## src/rtl/wsd_pkg.sv

```systemverilog
// Package: shared types, codes and helpers for the WebSocket frame deframer.
`timescale 1ns / 1ps
package wsd_pkg;

  localparam int CFG_W = 20;
  localparam logic [CFG_W-1:0] MAX_LEN_RESET = 20'd4096;

  localparam logic [3:0] OP_CONT  = 4'h0;
  localparam logic [3:0] OP_TEXT  = 4'h1;
  localparam logic [3:0] OP_BIN   = 4'h2;
  localparam logic [3:0] OP_CLOSE = 4'h8;
  localparam logic [3:0] OP_PING  = 4'h9;
  localparam logic [3:0] OP_PONG  = 4'hA;

  localparam logic [2:0] KIND_TEXT  = 3'd0;
  localparam logic [2:0] KIND_BIN   = 3'd1;
  localparam logic [2:0] KIND_CLOSE = 3'd2;
  localparam logic [2:0] KIND_PING  = 3'd3;
  localparam logic [2:0] KIND_PONG  = 3'd4;

  localparam logic [1:0] ERR_NONE     = 2'd0;
  localparam logic [1:0] ERR_TOO_LONG = 2'd1;
  localparam logic [1:0] ERR_BAD_CONT = 2'd2;
  localparam logic [1:0] ERR_BAD_OP   = 2'd3;

  localparam logic [1:0] PREV_NONE = 2'd0;
  localparam logic [1:0] PREV_TEXT = 2'd1;
  localparam logic [1:0] PREV_BIN  = 2'd2;

  localparam logic [6:0] LEN7_EXT16 = 7'd126;
  localparam logic [6:0] LEN7_EXT64 = 7'd127;

  localparam logic [2:0] HDR_CNT_EXT16 = 3'd2;
  localparam logic [2:0] HDR_CNT_EXT64 = 3'd0;  // counts down through 8 bytes
  localparam logic [2:0] HDR_CNT_KEY   = 3'd4;

  typedef enum logic [2:0] {
    PH_HDR0,
    PH_HDR1,
    PH_EXTLEN,
    PH_KEY,
    PH_PAYLOAD
  } phase_t;

  typedef struct packed {
    logic [7:0] data;
    logic       data_valid;
    logic [2:0] kind;
    logic       final_fragment;
    logic       last;
    logic [1:0] error;
  } result_t;

  typedef struct packed {
    logic has_result;
    logic dead;
  } parse_status_t;

  function automatic logic [2:0] kind_of(input logic [3:0] op);
    logic [2:0] k;
    case (op)
      OP_TEXT:  k = KIND_TEXT;
      OP_BIN:   k = KIND_BIN;
      OP_CLOSE: k = KIND_CLOSE;
      OP_PING:  k = KIND_PING;
      default:  k = KIND_PONG;
    endcase
    return k;
  endfunction

endpackage

```

## src/rtl/wsd_in_stage.sv

```systemverilog
// Input register stage: holds one received byte until the parser consumes it.
`timescale 1ns / 1ps
module wsd_in_stage
  import wsd_pkg::*;
(
  input  logic       clk,
  input  logic       rst,
  input  logic       s_tvalid,
  output logic       s_tready,
  input  logic [7:0] s_tdata,
  input  logic       step,
  output logic       in_valid,
  output logic [7:0] in_byte
);

  assign s_tready = !in_valid || step;

  always_ff @(posedge clk) begin
    if (rst) begin
      in_valid <= 1'b0;
    end else if (s_tready) begin
      in_valid <= s_tvalid;
    end
  end

  always_ff @(posedge clk) begin
    if (s_tready && s_tvalid) begin
      in_byte <= s_tdata;
    end
  end

endmodule

```

## src/rtl/wsd_parser.sv

```systemverilog
// Frame parser: header state machine, length check, payload unmasking.
`timescale 1ns / 1ps
module wsd_parser
  import wsd_pkg::*;
#(
  parameter int PAYLOAD_COUNT_WIDTH = 20
) (
  input  logic             clk,
  input  logic             rst,
  input  logic             in_valid,
  input  logic [7:0]       in_byte,
  input  logic             step,
  input  logic [CFG_W-1:0] max_len,
  output parse_status_t    status,
  output result_t          result
);

  localparam int CNT_W = (PAYLOAD_COUNT_WIDTH < CFG_W) ? PAYLOAD_COUNT_WIDTH : CFG_W;
  localparam logic [CFG_W-1:0] CNT_MAX = CFG_W'({CNT_W{1'b1}});

  phase_t           phase, phase_next;
  logic             dead, dead_next;
  logic             fin, fin_next;
  logic [3:0]       op, op_next;
  logic [2:0]       kind, kind_next;
  logic             masked, masked_next;
  logic [CNT_W-1:0] len, len_next;
  logic             len_over, len_over_next;
  logic [2:0]       hdr_cnt, hdr_cnt_next;
  logic [31:0]      mask_key, mask_key_next;
  logic [CNT_W-1:0] remaining, remaining_next;
  logic [1:0]       key_index, key_index_next;
  logic [1:0]       prev_kind, prev_kind_next;

  logic [CNT_W+7:0] shift_wide;
  logic [CNT_W-1:0] ext_len;
  logic             ext_over;
  logic [2:0]       cnt_dec;
  logic [CNT_W-1:0] hd_len;
  logic             hd_over;
  logic             hd_fire;
  logic             hd_empty;
  logic [CFG_W-1:0] limit;
  logic [3:0]       op_final;
  logic [1:0]       hd_err;
  logic [7:0]       key_byte;

  // Header completion: length selection, limit check, opcode resolution.
  always_comb begin
    shift_wide = {len, in_byte};
    ext_len    = shift_wide[CNT_W-1:0];
    ext_over   = len_over || (shift_wide[CNT_W+7:CNT_W] != 8'd0);
    cnt_dec    = hdr_cnt - 3'd1;

    case (phase)
      PH_HDR1: begin
        hd_len  = CNT_W'(in_byte[6:0]);
        hd_over = 1'b0;
        hd_fire = (in_byte[6:0] != LEN7_EXT16) && (in_byte[6:0] != LEN7_EXT64) && !in_byte[7];
      end
      PH_EXTLEN: begin
        hd_len  = ext_len;
        hd_over = ext_over;
        hd_fire = (cnt_dec == 3'd0) && !masked;
      end
      PH_KEY: begin
        hd_len  = len;
        hd_over = len_over;
        hd_fire = (cnt_dec == 3'd0);
      end
      default: begin
        hd_len  = len;
        hd_over = len_over;
        hd_fire = 1'b0;
      end
    endcase

    limit    = (max_len > CNT_MAX) ? CNT_MAX : max_len;
    op_final = op;
    hd_err   = ERR_NONE;
    if (hd_over || (CFG_W'(hd_len) > limit)) begin
      hd_err = ERR_TOO_LONG;
    end else if (op == OP_CONT) begin
      if (prev_kind == PREV_TEXT) begin
        op_final = OP_TEXT;
      end else if (prev_kind == PREV_BIN) begin
        op_final = OP_BIN;
      end else begin
        hd_err = ERR_BAD_CONT;
      end
    end
    if ((hd_err == ERR_NONE) &&
        !(op_final inside {OP_TEXT, OP_BIN, OP_CLOSE, OP_PING, OP_PONG})) begin
      hd_err = ERR_BAD_OP;
    end
    hd_empty = (hd_len == '0);
  end

  // Next state.
  always_comb begin
    phase_next = phase;
    dead_next  = dead;
    if (hd_fire) begin
      phase_next = ((hd_err != ERR_NONE) || hd_empty) ? PH_HDR0 : PH_PAYLOAD;
      dead_next  = (hd_err != ERR_NONE);
    end else begin
      case (phase)
        PH_HDR0: phase_next = PH_HDR1;
        // extended length bytes come before the key
        PH_HDR1: phase_next = ((in_byte[6:0] == LEN7_EXT16) || (in_byte[6:0] == LEN7_EXT64)) ?
                              PH_EXTLEN : PH_KEY;
        PH_EXTLEN: begin
          if (cnt_dec == 3'd0) begin
            phase_next = PH_KEY;
          end
        end
        PH_KEY: phase_next = PH_KEY;
        PH_PAYLOAD: begin
          if (remaining == CNT_W'(1)) begin
            phase_next = PH_HDR0;
          end
        end
        default: phase_next = PH_HDR0;
      endcase
    end
  end

  // Datapath updates and the result for the byte at hand.
  always_comb begin
    fin_next       = fin;
    op_next        = op;
    kind_next      = kind;
    masked_next    = masked;
    len_next       = len;
    len_over_next  = len_over;
    hdr_cnt_next   = hdr_cnt;
    mask_key_next  = mask_key;
    remaining_next = remaining;
    key_index_next = key_index;
    prev_kind_next = prev_kind;
    key_byte       = mask_key[{~key_index, 3'b000} +: 8];
    status.has_result = 1'b0;
    status.dead       = dead;
    result         = '0;

    case (phase)
      PH_HDR0: begin
        fin_next = in_byte[7];
        op_next  = in_byte[3:0];
      end
      PH_HDR1: begin
        masked_next   = in_byte[7];
        mask_key_next = 32'd0;
        len_next      = CNT_W'(in_byte[6:0]);
        len_over_next = 1'b0;
        if (in_byte[6:0] == LEN7_EXT16) begin
          hdr_cnt_next = HDR_CNT_EXT16;
          len_next     = '0;
        end else if (in_byte[6:0] == LEN7_EXT64) begin
          hdr_cnt_next = HDR_CNT_EXT64;
          len_next     = '0;
        end else if (in_byte[7]) begin
          hdr_cnt_next = HDR_CNT_KEY;
        end
      end
      PH_EXTLEN: begin
        len_next      = ext_len;
        len_over_next = ext_over;
        hdr_cnt_next  = (cnt_dec == 3'd0) ? HDR_CNT_KEY : cnt_dec;
      end
      PH_KEY: begin
        mask_key_next = {mask_key[23:0], in_byte};
        hdr_cnt_next  = cnt_dec;
      end
      PH_PAYLOAD: begin
        key_index_next        = key_index + 2'd1;
        remaining_next        = remaining - CNT_W'(1);
        status.has_result     = !dead;
        result.data           = in_byte ^ key_byte;
        result.data_valid     = 1'b1;
        result.kind           = kind;
        result.final_fragment = fin;
        result.last           = (remaining == CNT_W'(1));
      end
      default: ;
    endcase

    if (hd_fire) begin
      if (hd_err != ERR_NONE) begin
        status.has_result = !dead;
        result.last       = 1'b1;
        result.error      = hd_err;
      end else begin
        op_next        = op_final;
        kind_next      = kind_of(op_final);
        remaining_next = hd_len;
        key_index_next = 2'd0;
        if (op_final == OP_TEXT) begin
          prev_kind_next = PREV_TEXT;
        end else if (op_final == OP_BIN) begin
          prev_kind_next = PREV_BIN;
        end
        if (hd_empty) begin
          status.has_result     = !dead;
          result.kind           = kind_of(op_final);
          result.final_fragment = fin;
          result.last           = 1'b1;
        end
      end
    end
  end

  // A dead session consumes bytes without touching any state.
  always_ff @(posedge clk) begin
    if (rst) begin
      phase     <= PH_HDR0;
      dead      <= 1'b0;
      hdr_cnt   <= 3'd0;
      remaining <= '0;
      key_index <= 2'd0;
      prev_kind <= PREV_NONE;
    end else if (step && in_valid && !dead) begin
      phase     <= phase_next;
      dead      <= dead_next;
      hdr_cnt   <= hdr_cnt_next;
      remaining <= remaining_next;
      key_index <= key_index_next;
      prev_kind <= prev_kind_next;
    end
  end

  always_ff @(posedge clk) begin
    if (step && in_valid && !dead) begin
      fin      <= fin_next;
      op       <= op_next;
      kind     <= kind_next;
      masked   <= masked_next;
      len      <= len_next;
      len_over <= len_over_next;
      mask_key <= mask_key_next;
    end
  end

endmodule

```

## src/rtl/wsd_out_stage.sv

```systemverilog
// Result register: holds one result until the downstream transaction completes.
`timescale 1ns / 1ps
module wsd_out_stage
  import wsd_pkg::*;
(
  input  logic       clk,
  input  logic       rst,
  input  logic       load,
  input  result_t    result,
  output logic       m_tvalid,
  input  logic       m_tready,
  output logic [7:0] m_tdata,
  output logic       m_tlast,
  output logic [6:0] m_tuser
);

  always_ff @(posedge clk) begin
    if (rst) begin
      m_tvalid <= 1'b0;
    end else if (load) begin
      m_tvalid <= 1'b1;
    end else if (m_tready) begin
      m_tvalid <= 1'b0;
    end
  end

  always_ff @(posedge clk) begin
    if (load) begin
      m_tdata <= result.data;
      m_tlast <= result.last;
      m_tuser <= {result.error, result.final_fragment, result.kind, result.data_valid};
    end
  end

endmodule

```

## src/rtl/websocket_frame_deframer_unit.sv

```systemverilog
// Usage
//   s_* carries received bytes, one per transaction. m_* carries results:
//   unmasked payload bytes, an empty-frame marker or a single error result.
//   cfg_* writes max_payload_len (20 bits); cfg_ready is always high and the
//   register should only be written while no bytes are in flight.
// Throughput and data path
//   One byte per cycle sustained while results are taken. An accepted byte sits
//   in the input register and is then parsed into the result register, which
//   drives its result on m_*. Header bytes that end nothing give no result and
//   never wait on m_tready.
// Stall
//   While a result waits on m_tready, the input register still takes one
//   more byte; if that byte also makes a result, s_tready drops until the
//   waiting result transaction completes. Header bytes keep flowing.
// Reset
//   rst clears the parser to the first header byte, forgets the previous data
//   kind, clears the dead session and restores max_payload_len to 4096.
//   After an error result the block drops all further bytes until reset.
`timescale 1ns / 1ps
module websocket_frame_deframer_unit
  import wsd_pkg::*;
#(
  parameter int PAYLOAD_COUNT_WIDTH = 20
) (
  input  logic             clk,
  input  logic             rst,
  input  logic             s_tvalid,
  output logic             s_tready,
  input  logic [7:0]       s_tdata,   // [7:0] rx_byte
  output logic             m_tvalid,
  input  logic             m_tready,
  output logic [7:0]       m_tdata,   // [7:0] data
  output logic             m_tlast,
  output logic [6:0]       m_tuser,   // [0] data_valid, [3:1] kind, [4] final_fragment,
                                      // [6:5] error
  input  logic             cfg_valid,
  output logic             cfg_ready,
  input  logic [CFG_W-1:0] cfg_data
);

  logic             in_valid;
  logic [7:0]       in_byte;
  logic             step;
  logic             load;
  logic [CFG_W-1:0] max_len;
  parse_status_t    status;
  result_t          result;

  assign cfg_ready = 1'b1;

  always_ff @(posedge clk) begin
    if (rst) begin
      max_len <= MAX_LEN_RESET;
    end else if (cfg_valid && cfg_ready) begin
      max_len <= cfg_data;
    end
  end

  // Advance the held byte unless it makes a result and the output is full.
  assign step = in_valid && !(status.has_result && m_tvalid && !m_tready);
  assign load = step && status.has_result;

  wsd_in_stage u_in (
    .clk      (clk),
    .rst      (rst),
    .s_tvalid (s_tvalid),
    .s_tready (s_tready),
    .s_tdata  (s_tdata),
    .step     (step),
    .in_valid (in_valid),
    .in_byte  (in_byte)
  );

  wsd_parser #(
    .PAYLOAD_COUNT_WIDTH (PAYLOAD_COUNT_WIDTH)
  ) u_parser (
    .clk      (clk),
    .rst      (rst),
    .in_valid (in_valid),
    .in_byte  (in_byte),
    .step     (step),
    .max_len  (max_len),
    .status   (status),
    .result   (result)
  );

  wsd_out_stage u_out (
    .clk      (clk),
    .rst      (rst),
    .load     (load),
    .result   (result),
    .m_tvalid (m_tvalid),
    .m_tready (m_tready),
    .m_tdata  (m_tdata),
    .m_tlast  (m_tlast),
    .m_tuser  (m_tuser)
  );

  a_no_overwrite: assert property (@(posedge clk) disable iff (rst)
    load |-> (!m_tvalid || m_tready))
    else $error("result register loaded while a result is still pending");

  a_dead_sticky: assert property (@(posedge clk) disable iff (rst)
    status.dead |=> status.dead && !load)
    else $error("dead session resumed or produced a result");

  a_error_shape: assert property (@(posedge clk) disable iff (rst)
    (m_tvalid && (m_tuser[6:5] != ERR_NONE)) |-> (m_tlast && !m_tuser[0] && m_tdata == 8'd0))
    else $error("error result with payload or without last");

  a_empty_data_zero: assert property (@(posedge clk) disable iff (rst)
    (m_tvalid && !m_tuser[0]) |-> (m_tlast && m_tdata == 8'd0))
    else $error("no-data result without last or with nonzero data");

endmodule

```

## config.mk

```make
export PLATFORM = sky130hd
export DESIGN_NAME = websocket_frame_deframer_unit
export DESIGN_NICKNAME = d
export VERILOG_FILES = /design/src/rtl/wsd_pkg.sv /design/src/rtl/wsd_in_stage.sv /design/src/rtl/wsd_parser.sv /design/src/rtl/wsd_out_stage.sv /design/src/rtl/websocket_frame_deframer_unit.sv
export SDC_FILE = /design/constraint.sdc
export NUM_CORES = 1
export LEC_CHECK = 0
export BUFFER_PORTS_ARGS = -buffer_cell sky130_fd_sc_hd__clkbuf_2
export CORE_MARGIN = 5
export CORE_UTILIZATION = 50
export DETAILED_ROUTE_END_ITERATION = 16
export GPL_ROUTABILITY_DRIVEN = 0
export PLACE_DENSITY = 0.68
export SLEW_MARGIN = 25
export SYNTH_ARGS = -nofsm -noshare
export SYNTH_HDL_FRONTEND = slang
export SYNTH_SLANG_ARGS = --single-unit
```

## constraint.sdc

```tcl
create_clock -name clk -period 7.8 [get_ports clk]
set_clock_uncertainty 0.15 [all_clocks]
set_input_delay 0.78 -clock clk [delete_from_list [all_inputs] [get_ports clk]]
set_output_delay 0.78 -clock clk [all_outputs]
set_load 0.01 [all_outputs]
```

# Word level (Yosys, flattened, before mapping)
# Index checks and enable logic that the tools add are counted.
# totals
memories,0
ramBits,0
romBits,0
latch_bits,0
in_bits,33
word_cells,147
reg_bits,139
output_inout_bits,19
# classes
eq_ne,19
n_shift,1
addsub,3
multipliers,0
mux,52
div,0
n_bitwise,3
magnitude_cmp,2
n_reduce_logical,46
# op_table
cell,count
2-to-1 mux 20 bit,5
case mux 20 bit (2 select lines),2
case mux 32 bit (2 select lines),1
2-to-1 mux 4 bit,8
indexed part select 32 x 6 -> 8 bit,1
2-to-1 mux 3 bit,8
2-to-1 mux 2 bit,11
equality test 20 x 1 -> 1 bit (second input constant),1
greater-than comparator 20 bit,1
greater-than comparator 20 bit (second input constant),1
zero test 20 bit,1
subtractor 20 x 1 -> 20 bit (second input constant),1
case mux 3 bit (5 select lines),1
equality test 7 bit (second input constant),2
2-to-1 mux 7 bit,2
!= test 7 bit (second input constant),2
equality test 4 bit (second input constant),3
case mux 3 bit (4 select lines),1
AND reduction 2 bit,6
logical AND 1 bit,11
nonzero test 2 bit,5
case mux 3 bit (3 select lines),1
AND reduction 3 bit,3
2-to-1 mux 1 bit,8
other kinds (27),40

# Depth between registers and ports, before layout
# Gate-level depths: netlist of run 1.
# depth
ltp_word,20
depth_mapped,19

# By module
# From an unflattened synthesis of run 1, not the netlist that was laid out.
# hier_totals
hier_cells,699
area_unflattened_um2,7279.5
# by_module_without_submodules
module,area_each_um2,instances,seq_area_each_um2,cells_per_inst
wsd_parser,5724.2,1,2482.4,596
websocket_frame_deframer_unit,740.7,1,400.4,70
wsd_out_stage,519.2,1,500.5,20
wsd_in_stage,295.3,1,260.2,13

# Worst setup path before layout of run 1
# OpenSTA, ideal clock, no wires.
# synth_path
path_type,reg2reg
start,reg u_parser.phase[1]
end,reg u_parser.len[0] (enable)
stages_incl_launch_ff,18
path_slack_ps,2396
t_required_ps,7228
setup_time_ps,422
arrival_ps,4831
cell_sequence,dfxtp_1 buf_6 a21o_1 clkbuf_1 a221oi_1 inv_1 ha_1 and4_1 nand4bb_1 a21oi_1 a311oi_1 a31o_2 or3b_4 nand3_4 a31oi_4 buf_6 buf_4 nor3_1
# synth_via
elab_chain_cells,20
word_cells_on_any_way,35
# synth_lines
element,line,source
start: declaration,wsd_parser.sv:21,"phase_t phase, phase_next;"
start signal: assignment,wsd_parser.sv:223,phase <= phase_next;
equality test 3 x 2 -> 1 bit or equality test 3 x 1 -> 1 bit (tied branches),"wsd_parser.sv:55, wsd_parser.sv:146",
case mux 20 bit (2 select lines),wsd_parser.sv:55,case (phase)
greater-than comparator 20 bit,wsd_parser.sv:81,if (hd_over || (CFG_W'(hd_len) > limit)) begin
logical OR 1 bit,wsd_parser.sv:81,
2-to-1 mux 4 bit,wsd_parser.sv:81,
"equality test 4 x 1 -> 1 bit, or another cell as far along",wsd_parser.sv:93,"!(op_final inside {OP_TEXT, OP_BIN, OP_CLOSE, OP_PING, OP_PONG})) begin"
nonzero test 5 bit,wsd_parser.sv:93,
zero test 1 bit,wsd_parser.sv:93,
[2 not listed],--,
nonzero test 2 bit,wsd_parser.sv:189,if (hd_err != ERR_NONE) begin
2-to-1 mux 1 bit,wsd_parser.sv:189,
2-to-1 mux 1 bit,wsd_parser.sv:188,if (hd_fire) begin
logical AND 1 bit (2 in a row),websocket_frame_deframer_unit.sv:60,assign step = in_valid && !(status.has_result && m_tvalid && !m_tready);
zero test 1 bit,websocket_frame_deframer_unit.sv:60,
logical AND 1 bit,websocket_frame_deframer_unit.sv:60,
logical AND 1 bit (2 in a row),wsd_parser.sv:233,if (step && in_valid && !dead) begin
AND reduction 2 bit (no line) (*),--,
end signal: assignment,wsd_parser.sv:238,len <= len_next;
end: declaration,wsd_parser.sv:27,"logic [CNT_W-1:0] len, len_next;"
# Mark *: on every way between the ends. The rest lies on a longest branch, timed or not.
# A chain may end at the register's enable or synchronous reset.

# Final worst setup path of run 1
# layout_path
start,reg u_parser.phase[1]
end,reg u_out.m_tdata[6] (enable)
# layout_via
elab_chain_cells,18
word_cells_on_any_way,32
# layout_lines
element,line,source
equality test 3 x 2 -> 1 bit or equality test 3 x 1 -> 1 bit (tied branches),wsd_parser.sv:55,
case mux 20 bit (2 select lines),wsd_parser.sv:55,
greater-than comparator 20 bit,wsd_parser.sv:81,
logical OR 1 bit,wsd_parser.sv:81,
2-to-1 mux 4 bit,wsd_parser.sv:81,
"equality test 4 x 1 -> 1 bit, or another cell as far along",wsd_parser.sv:93,
nonzero test 5 bit,wsd_parser.sv:93,
zero test 1 bit,wsd_parser.sv:93,
[2 not listed],--,
nonzero test 2 bit,wsd_parser.sv:189,
2-to-1 mux 1 bit,wsd_parser.sv:189,
2-to-1 mux 1 bit (*),wsd_parser.sv:188,
logical AND 1 bit (2 in a row),websocket_frame_deframer_unit.sv:60,
zero test 1 bit,websocket_frame_deframer_unit.sv:60,
logical AND 1 bit,websocket_frame_deframer_unit.sv:60,
logical AND 1 bit (*),websocket_frame_deframer_unit.sv:61,assign load = step && status.has_result;
net load,websocket_frame_deframer_unit.sv:44,logic load;
end signal: assignment,wsd_out_stage.sv:29,m_tdata <= result.data;
end: declaration,wsd_out_stage.sv:12,"output logic [7:0] m_tdata,"
# The timed path passes the listed nets; every way through them passes the cells marked *.

==> results of run 1 <==
layer usage:
layer / vias to the layer above / wire length [µm]
met4: 0 / 539
li1: 2697 / -
met3: 51 / 1180
met1: 2682 / 7760
met5: - / 0
met2: 242 / 8020
kinds of logic (layout without fill, tap and decap cells):
logic type,count (synthesis),after routing
flops,139,139
compound gates,164,164
simple gates,248,248
buf+inv,95,136
xor+xnor,11,11
fa+ha+maj,26,26
other cells,1,1
mux,36,36
sequential cells by signal, indices dropped and copies added, names as in the netlist, 2 cells and up:
name                flops
u_parser.op             4
u_parser.prev_kind      2
u_parser.mask_key      32
u_parser.kind           3
u_out.m_tuser           7
u_parser.hdr_cnt        3
u_parser.remaining     20
u_parser.phase          3
u_out.m_tdata           8
u_parser.key_index      2
max_len                20
u_in.in_byte            8
u_parser.len           20
cell type report:
type / instances / share of cell area [%]
Timing Repair Buffer: 56 / 3.58
Clock inverter: 15 / 1.71
Clock buffer: 17 / 5.15
Sequential cell: 139 / 44.1
Inverter: 48 / 2.18
Tap cell: 184 / 2.79
Multi-Input combinational cell: 486 / 40.5
cell usage after synthesis (3+ instances only):
library cell  count  area (µm²)
edfxtp_1         86        2580
a21oi_1          65         325
nor2_1           65         244
dfxtp_1          53        1060
inv_1            48         180
and3_1           38         238
nand2_1          33         124
o21ai_0          28         140
clkbuf_1         26        97.6
ha_1             26         325
mux2i_1          21         210
nor2b_1          18         113
and2_1           16         100
nand3_1          14        70.1
nor3_1           12        60.1
buf_2            11        55.1
o32ai_1          10        87.6
xnor2_1          10        87.6
nand2b_1          9        56.3
a22o_1            8        70.1
mux4_2            8         180
a21o_1            7        52.6
mux2_2            7        78.8
nand4_1           6        37.5
nor3b_1           6        45.0
nor4_1            6        37.5
a22oi_1           5        37.5
a31oi_1           5        31.3
and4_1            4        35.0
buf_1             4        15.0
o211ai_1          4        30.0
a211oi_1          3        22.5
buf_4             3        22.5
buf_6             3        33.8
nor4b_1           3        26.3
o21ai_1           3        15.0
or3_1             3        18.8
per-stage QoR:
stage / cells / hold WS (ps)
final: 945 / 334
after global routing: 945 / 355
after CTS: 945 / 333
after detailed placement: 913 / 324
after global placement: 913 / 313
after floorplan: 720 / 300
critical path, cell delays in order (launching register included):
cell,delay (ps)
dfxtp_1,900
nor2b_4,880
a21oi_1,150
o21ai_0,470
ha_1,340
nand4_1,100
nand4bb_1,170
a21oi_1,70
a311oi_1,680
a31o_2,280
nand2b_1,280
nand3_4,140
a31oi_4,690
inv_1,630
and2_1,570
report_power, final:
part	internal, mW	switching [mW]
sequential	0.802	0.0205
clock	0.443	0.328
combinational	0.0701	0.113
total	1.31	0.461
path summary, 6_finish.rpt:
kind	to	slack, ps	from
min	u_parser.remaining[11]	330	u_parser.remaining[11]
max	u_out.m_tdata[6]	930	u_parser.phase[1]
min reg2reg	u_parser.remaining[11]	330	u_parser.remaining[11]
max reg2reg	u_out.m_tdata[6]	930	u_parser.phase[1]
==> metrics, run 1 <==
outcome=complete, no violations; critical path launch point type=flip-flop; Core Rows=44; syn nets=779; CP arrival=6810 ps; #FFs+latches synth=139; leak pwr=3.17 nW; CTS buffer count=17; Place WS=1020 ps; DRC=0; hold path depth=2; worst min path class=flip-flop to flip-flop; # fillers=1,223; Area growth, synth to finish=12.0%; Rel. slew slack=30.1%; post-synth cell types=69; post-CTS sizing=0; Initial DRT Pass Iterations=5; ANT cells=0; post-CTS setup buffer count=0; Final Setup Violations=0; wire per inst=18.5 µm; Num Clock Sinks=139; critical path capture point type=flip-flop; simple-gate share of the synthesized area=18.3%; total power=1.78 mW; RSZ-0062 raised after global routing=no; multi-input logic area=0.00334 mm²; f_max=145 MHz; initial DRC count=645; largest net degree at the start of global routing=52; Critical Path RT=7740 ps; register area share after synthesis=49.4%; CTS Hold Bufs=0; Synth Cell Area=0.00738 mm²; CP Max Fanout=47; CTS Root Cell=clkbuf_16; core footprint=0.0145 mm²; WS Path Type=flip-flop to flip-flop; fraction of the mapped netlist area in adder cells=4.41%; Final period util=88.1%; Ports=52; initial antenna violation count=0; via count=5,672; drt total wl=17,500 µm; PortBufs=50; slew at the pin closest to its max-slew limit=1040 ps; grt met3 use=6.00%; met1 usage in global routing=27.5%; first-pass GRT wire length=28,700 µm; Avg Cell Area, Syn=10.2 µm²; worst r2r path cells=14; PD cells=215 mW/mm²; final worst slack=926 ps; fin. max-slew vios=0; vias in the first global route=5,494; predominant post-synthesis flop cell=edfxtp_1; final setup TNS=0 ps; commonest non-fill, non-tap cells in the layout=edfxtp_1, a21oi_1, nor2_1; clock tree buffer depth=2; HPWL after detailed placement=12,300 µm; nets@finish=807; Via density=6.00; post-synthesis xor/xnor area fraction=1.31%; Die Wd=131 µm; async set or reset register ratio after synthesis=0%; Area after DPL=0.00769 mm²; Routed Antenna Nets=0; Reg clk slew, reported paths=60 ps; insertion delay to the later sink of the worst-skew pair=430 ps; CTS tree=done; most common cell after layout, fill and taps aside=edfxtp_1; Post-synth EDFFs=86; max cap viols=0; Initial Utilization=51.0%; post-route minimum period=6870 ps; post-synthesis mux area share=6.36%; total track usage=20.5%; H-tree levels=4; Worst VDD drop=0.139 mV; Yosys warning total=0; post-layout util=57.0%; die area=0.0173 mm²; share of cells above drive strength 1=15.8%; cells after synthesis=720; GR peak layer=met2; post-route cell area=0.00826 mm²; GR Layer Usage met2=31.5%; FF+latch area=0.00364 mm²; largest family of logic cells by synthesized area=simple AND/OR/NAND/NOR gates; complex-gate fraction of the synthesized area=14.7%; die height=131 µm; Final Hold Vio Count=0; remaining global-route overflow=0
No activity file was read; power rests on OpenSTA's default activity.
==> inputs of run 2 (changes only) <==
- CORE_UTILIZATION: 50 -> 30
- PLACE_DENSITY: 0.68 -> 0.45
- clock period: 7.8 -> 6.6 ns (I/O delays scaled with it)
==> run 2 against run 1 <==
Against the previous run:
- die area increased by 61%
- wire length increased by 12%
- count of clock-buffer cells in the layout increased by 5
- via count increased by 0.46%
- critical path type is now flip-flop to primary output
- highest routed layer unchanged
==> metrics, run 2 (synthesis gave the netlist of run 1 again) <==
post-CTS setup buffer count=0 (unchanged); initial DRC count=439 (-32%); fin. max-slew vios=0 (unchanged); Routed Antenna Nets=0 (unchanged); CP arrival=5100 ps (-1710 ps); outcome=complete, no violations; CP Max Fanout=59 (+26%); CTS buffer count=17 (unchanged); H-tree levels=4 (unchanged); max FFs per register=32 (unchanged); RSZ-0062 raised after global routing=no; CTS tree=done; initial antenna violation count=0 (unchanged); remaining global-route overflow=0 (unchanged); PD cells=260 mW/mm² (+21%); placed cell count=1,067 (+17%); final setup TNS=0 ps (unchanged); wire per inst=17.8 µm (-4.1%); die height=167 µm (+27%); critical path launch point type=flip-flop; CTS Root Cell=clkbuf_16; post-route minimum period=5910 ps; via count=5,698 (+0.46%); leak pwr=3.27 nW (+3.2%); post-CTS sizing=0 (unchanged); WS Path Type=flip-flop to primary output; die area=0.0278 mm² (+61%); Area growth, synth to finish=16.5%; PortBufs=50 (unchanged); first-pass GRT wire length=31,700 µm (+11%); DR WL met3=903 µm (-24%); Die Wd=167 µm (+27%); Final period util=89.5%; DRC=0 (unchanged); clock tree buffer depth=2 (unchanged); Critical Path RT=5790 ps (-1950 ps); critical path capture point type=primary output; total power=2.23 mW (+26%); met2 wire len=8740 µm (+8.9%); post-layout util=35.4% (-22 points); ANT cells=0 (unchanged); Num Clock Sinks=139 (unchanged); CTS Hold Bufs=0 (unchanged); insertion delay to the later sink of the worst-skew pair=420 ps (about the same); drt total wl=19,500 µm (+12%); Reg clk slew, reported paths=60 ps (about the same); core footprint=0.0242 mm² (+67%); largest net degree at the start of global routing=60 (+15%); Via density=5.18 (-14%); share of cells above drive strength 1=16.9% (+1.1 points); M1 WL=9520 µm (+23%); Hold WS=262 ps (-72.5 ps); Initial Utilization=30.4% (-21 points); Rel. slew slack=37.7% (+7.6 points); Worst VDD drop=0.144 mV (+3.4%); Ports=52 (unchanged); HPWL after detailed placement=13,900 µm (+13%); max cap viols=0 (unchanged); most common cell after layout, fill and taps aside=edfxtp_1; nets@finish=821 (+1.7%); commonest non-fill, non-tap cells in the layout=edfxtp_1, a21oi_1, nor2_1; slew at the pin closest to its max-slew limit=927 ps (-113 ps); vias in the first global route=5,725 (+4.2%); Initial DRT Pass Iterations=5 (unchanged); total track usage=14.2% (-6.3 points); Final Hold Vio Count=0 (unchanged); Top reg by flops=u_parser.mask_key; worst min path class=primary input to flip-flop; f_max=169 MHz; Final Setup Violations=0 (unchanged); final cell count without fillers=1,099 (+16%); Max Used Layer=met4; Core Rows=57 (+30%)
==> run 2: cell type report <==
class                   count  area [µm²]
clock inverters            10         164
clock buffers              22         464
well taps                 324         405
multi-input cells         486        3340
fillers                  2474       15700
repair buffers             70         400
flip-flops and latches    139        3640
inverters                  48         180
==> run 2: metrics by stage <==
step	worst slack [ps]	instance area, µm²
4_1_cts	696	8590
5_1_grt	173	8590
2_1_floorplan	1200	7380
6_report	694	8590
3_5_place_dp	990	7970
3_3_place_gp	1210	7970
==> run 2: layer usage <==
metal | up-vias | GRT usage, %
met5 | - | 0
met4 | 0 | 5.19
met3 | 33 | 2.92
met2 | 161 | 21.4
met1 | 2786 | 20.2
li1 | 2718 | -
==> run 2: power breakdown <==
part / leakage, nW / internal (mW) / switching [mW] / total, mW
clock: 0.305 / 0.655 / 0.377 / 1.03
sequential: 1.22 / 0.948 / 0.0232 / 0.971
combinational: 1.75 / 0.0897 / 0.142 / 0.231
total: 3.27 / 1.69 / 0.542 / 2.23
==> run 2: worst paths after layout <==
check	cells after the start	endpoint	startpoint	slack (ps)
worst max-delay path	15	s_tready	u_parser.phase[0]	690
worst max register to register	15	u_out.m_tdata[6]	u_parser.phase[0]	980
worst min-delay path	1	u_in.in_byte[4]	s_tdata[4]	260
worst min register to register	2	u_parser.remaining[12]	u_parser.remaining[12]	330
==> run 2: critical path, stage by stage, from the launching register on <==
cell and delay, ps:
dfxtp_1 340, buf_4 440, nor3b_2 160, a221oi_1 660, inv_1 110, ha_1 330
and4_1 210, nand4bb_1 150, a21oi_1 70, a311oi_1 750, a31o_2 290, nand2b_1 300
a31oi_1 150, o21ai_0 360, nand3_1 170, clkbuf_2 170
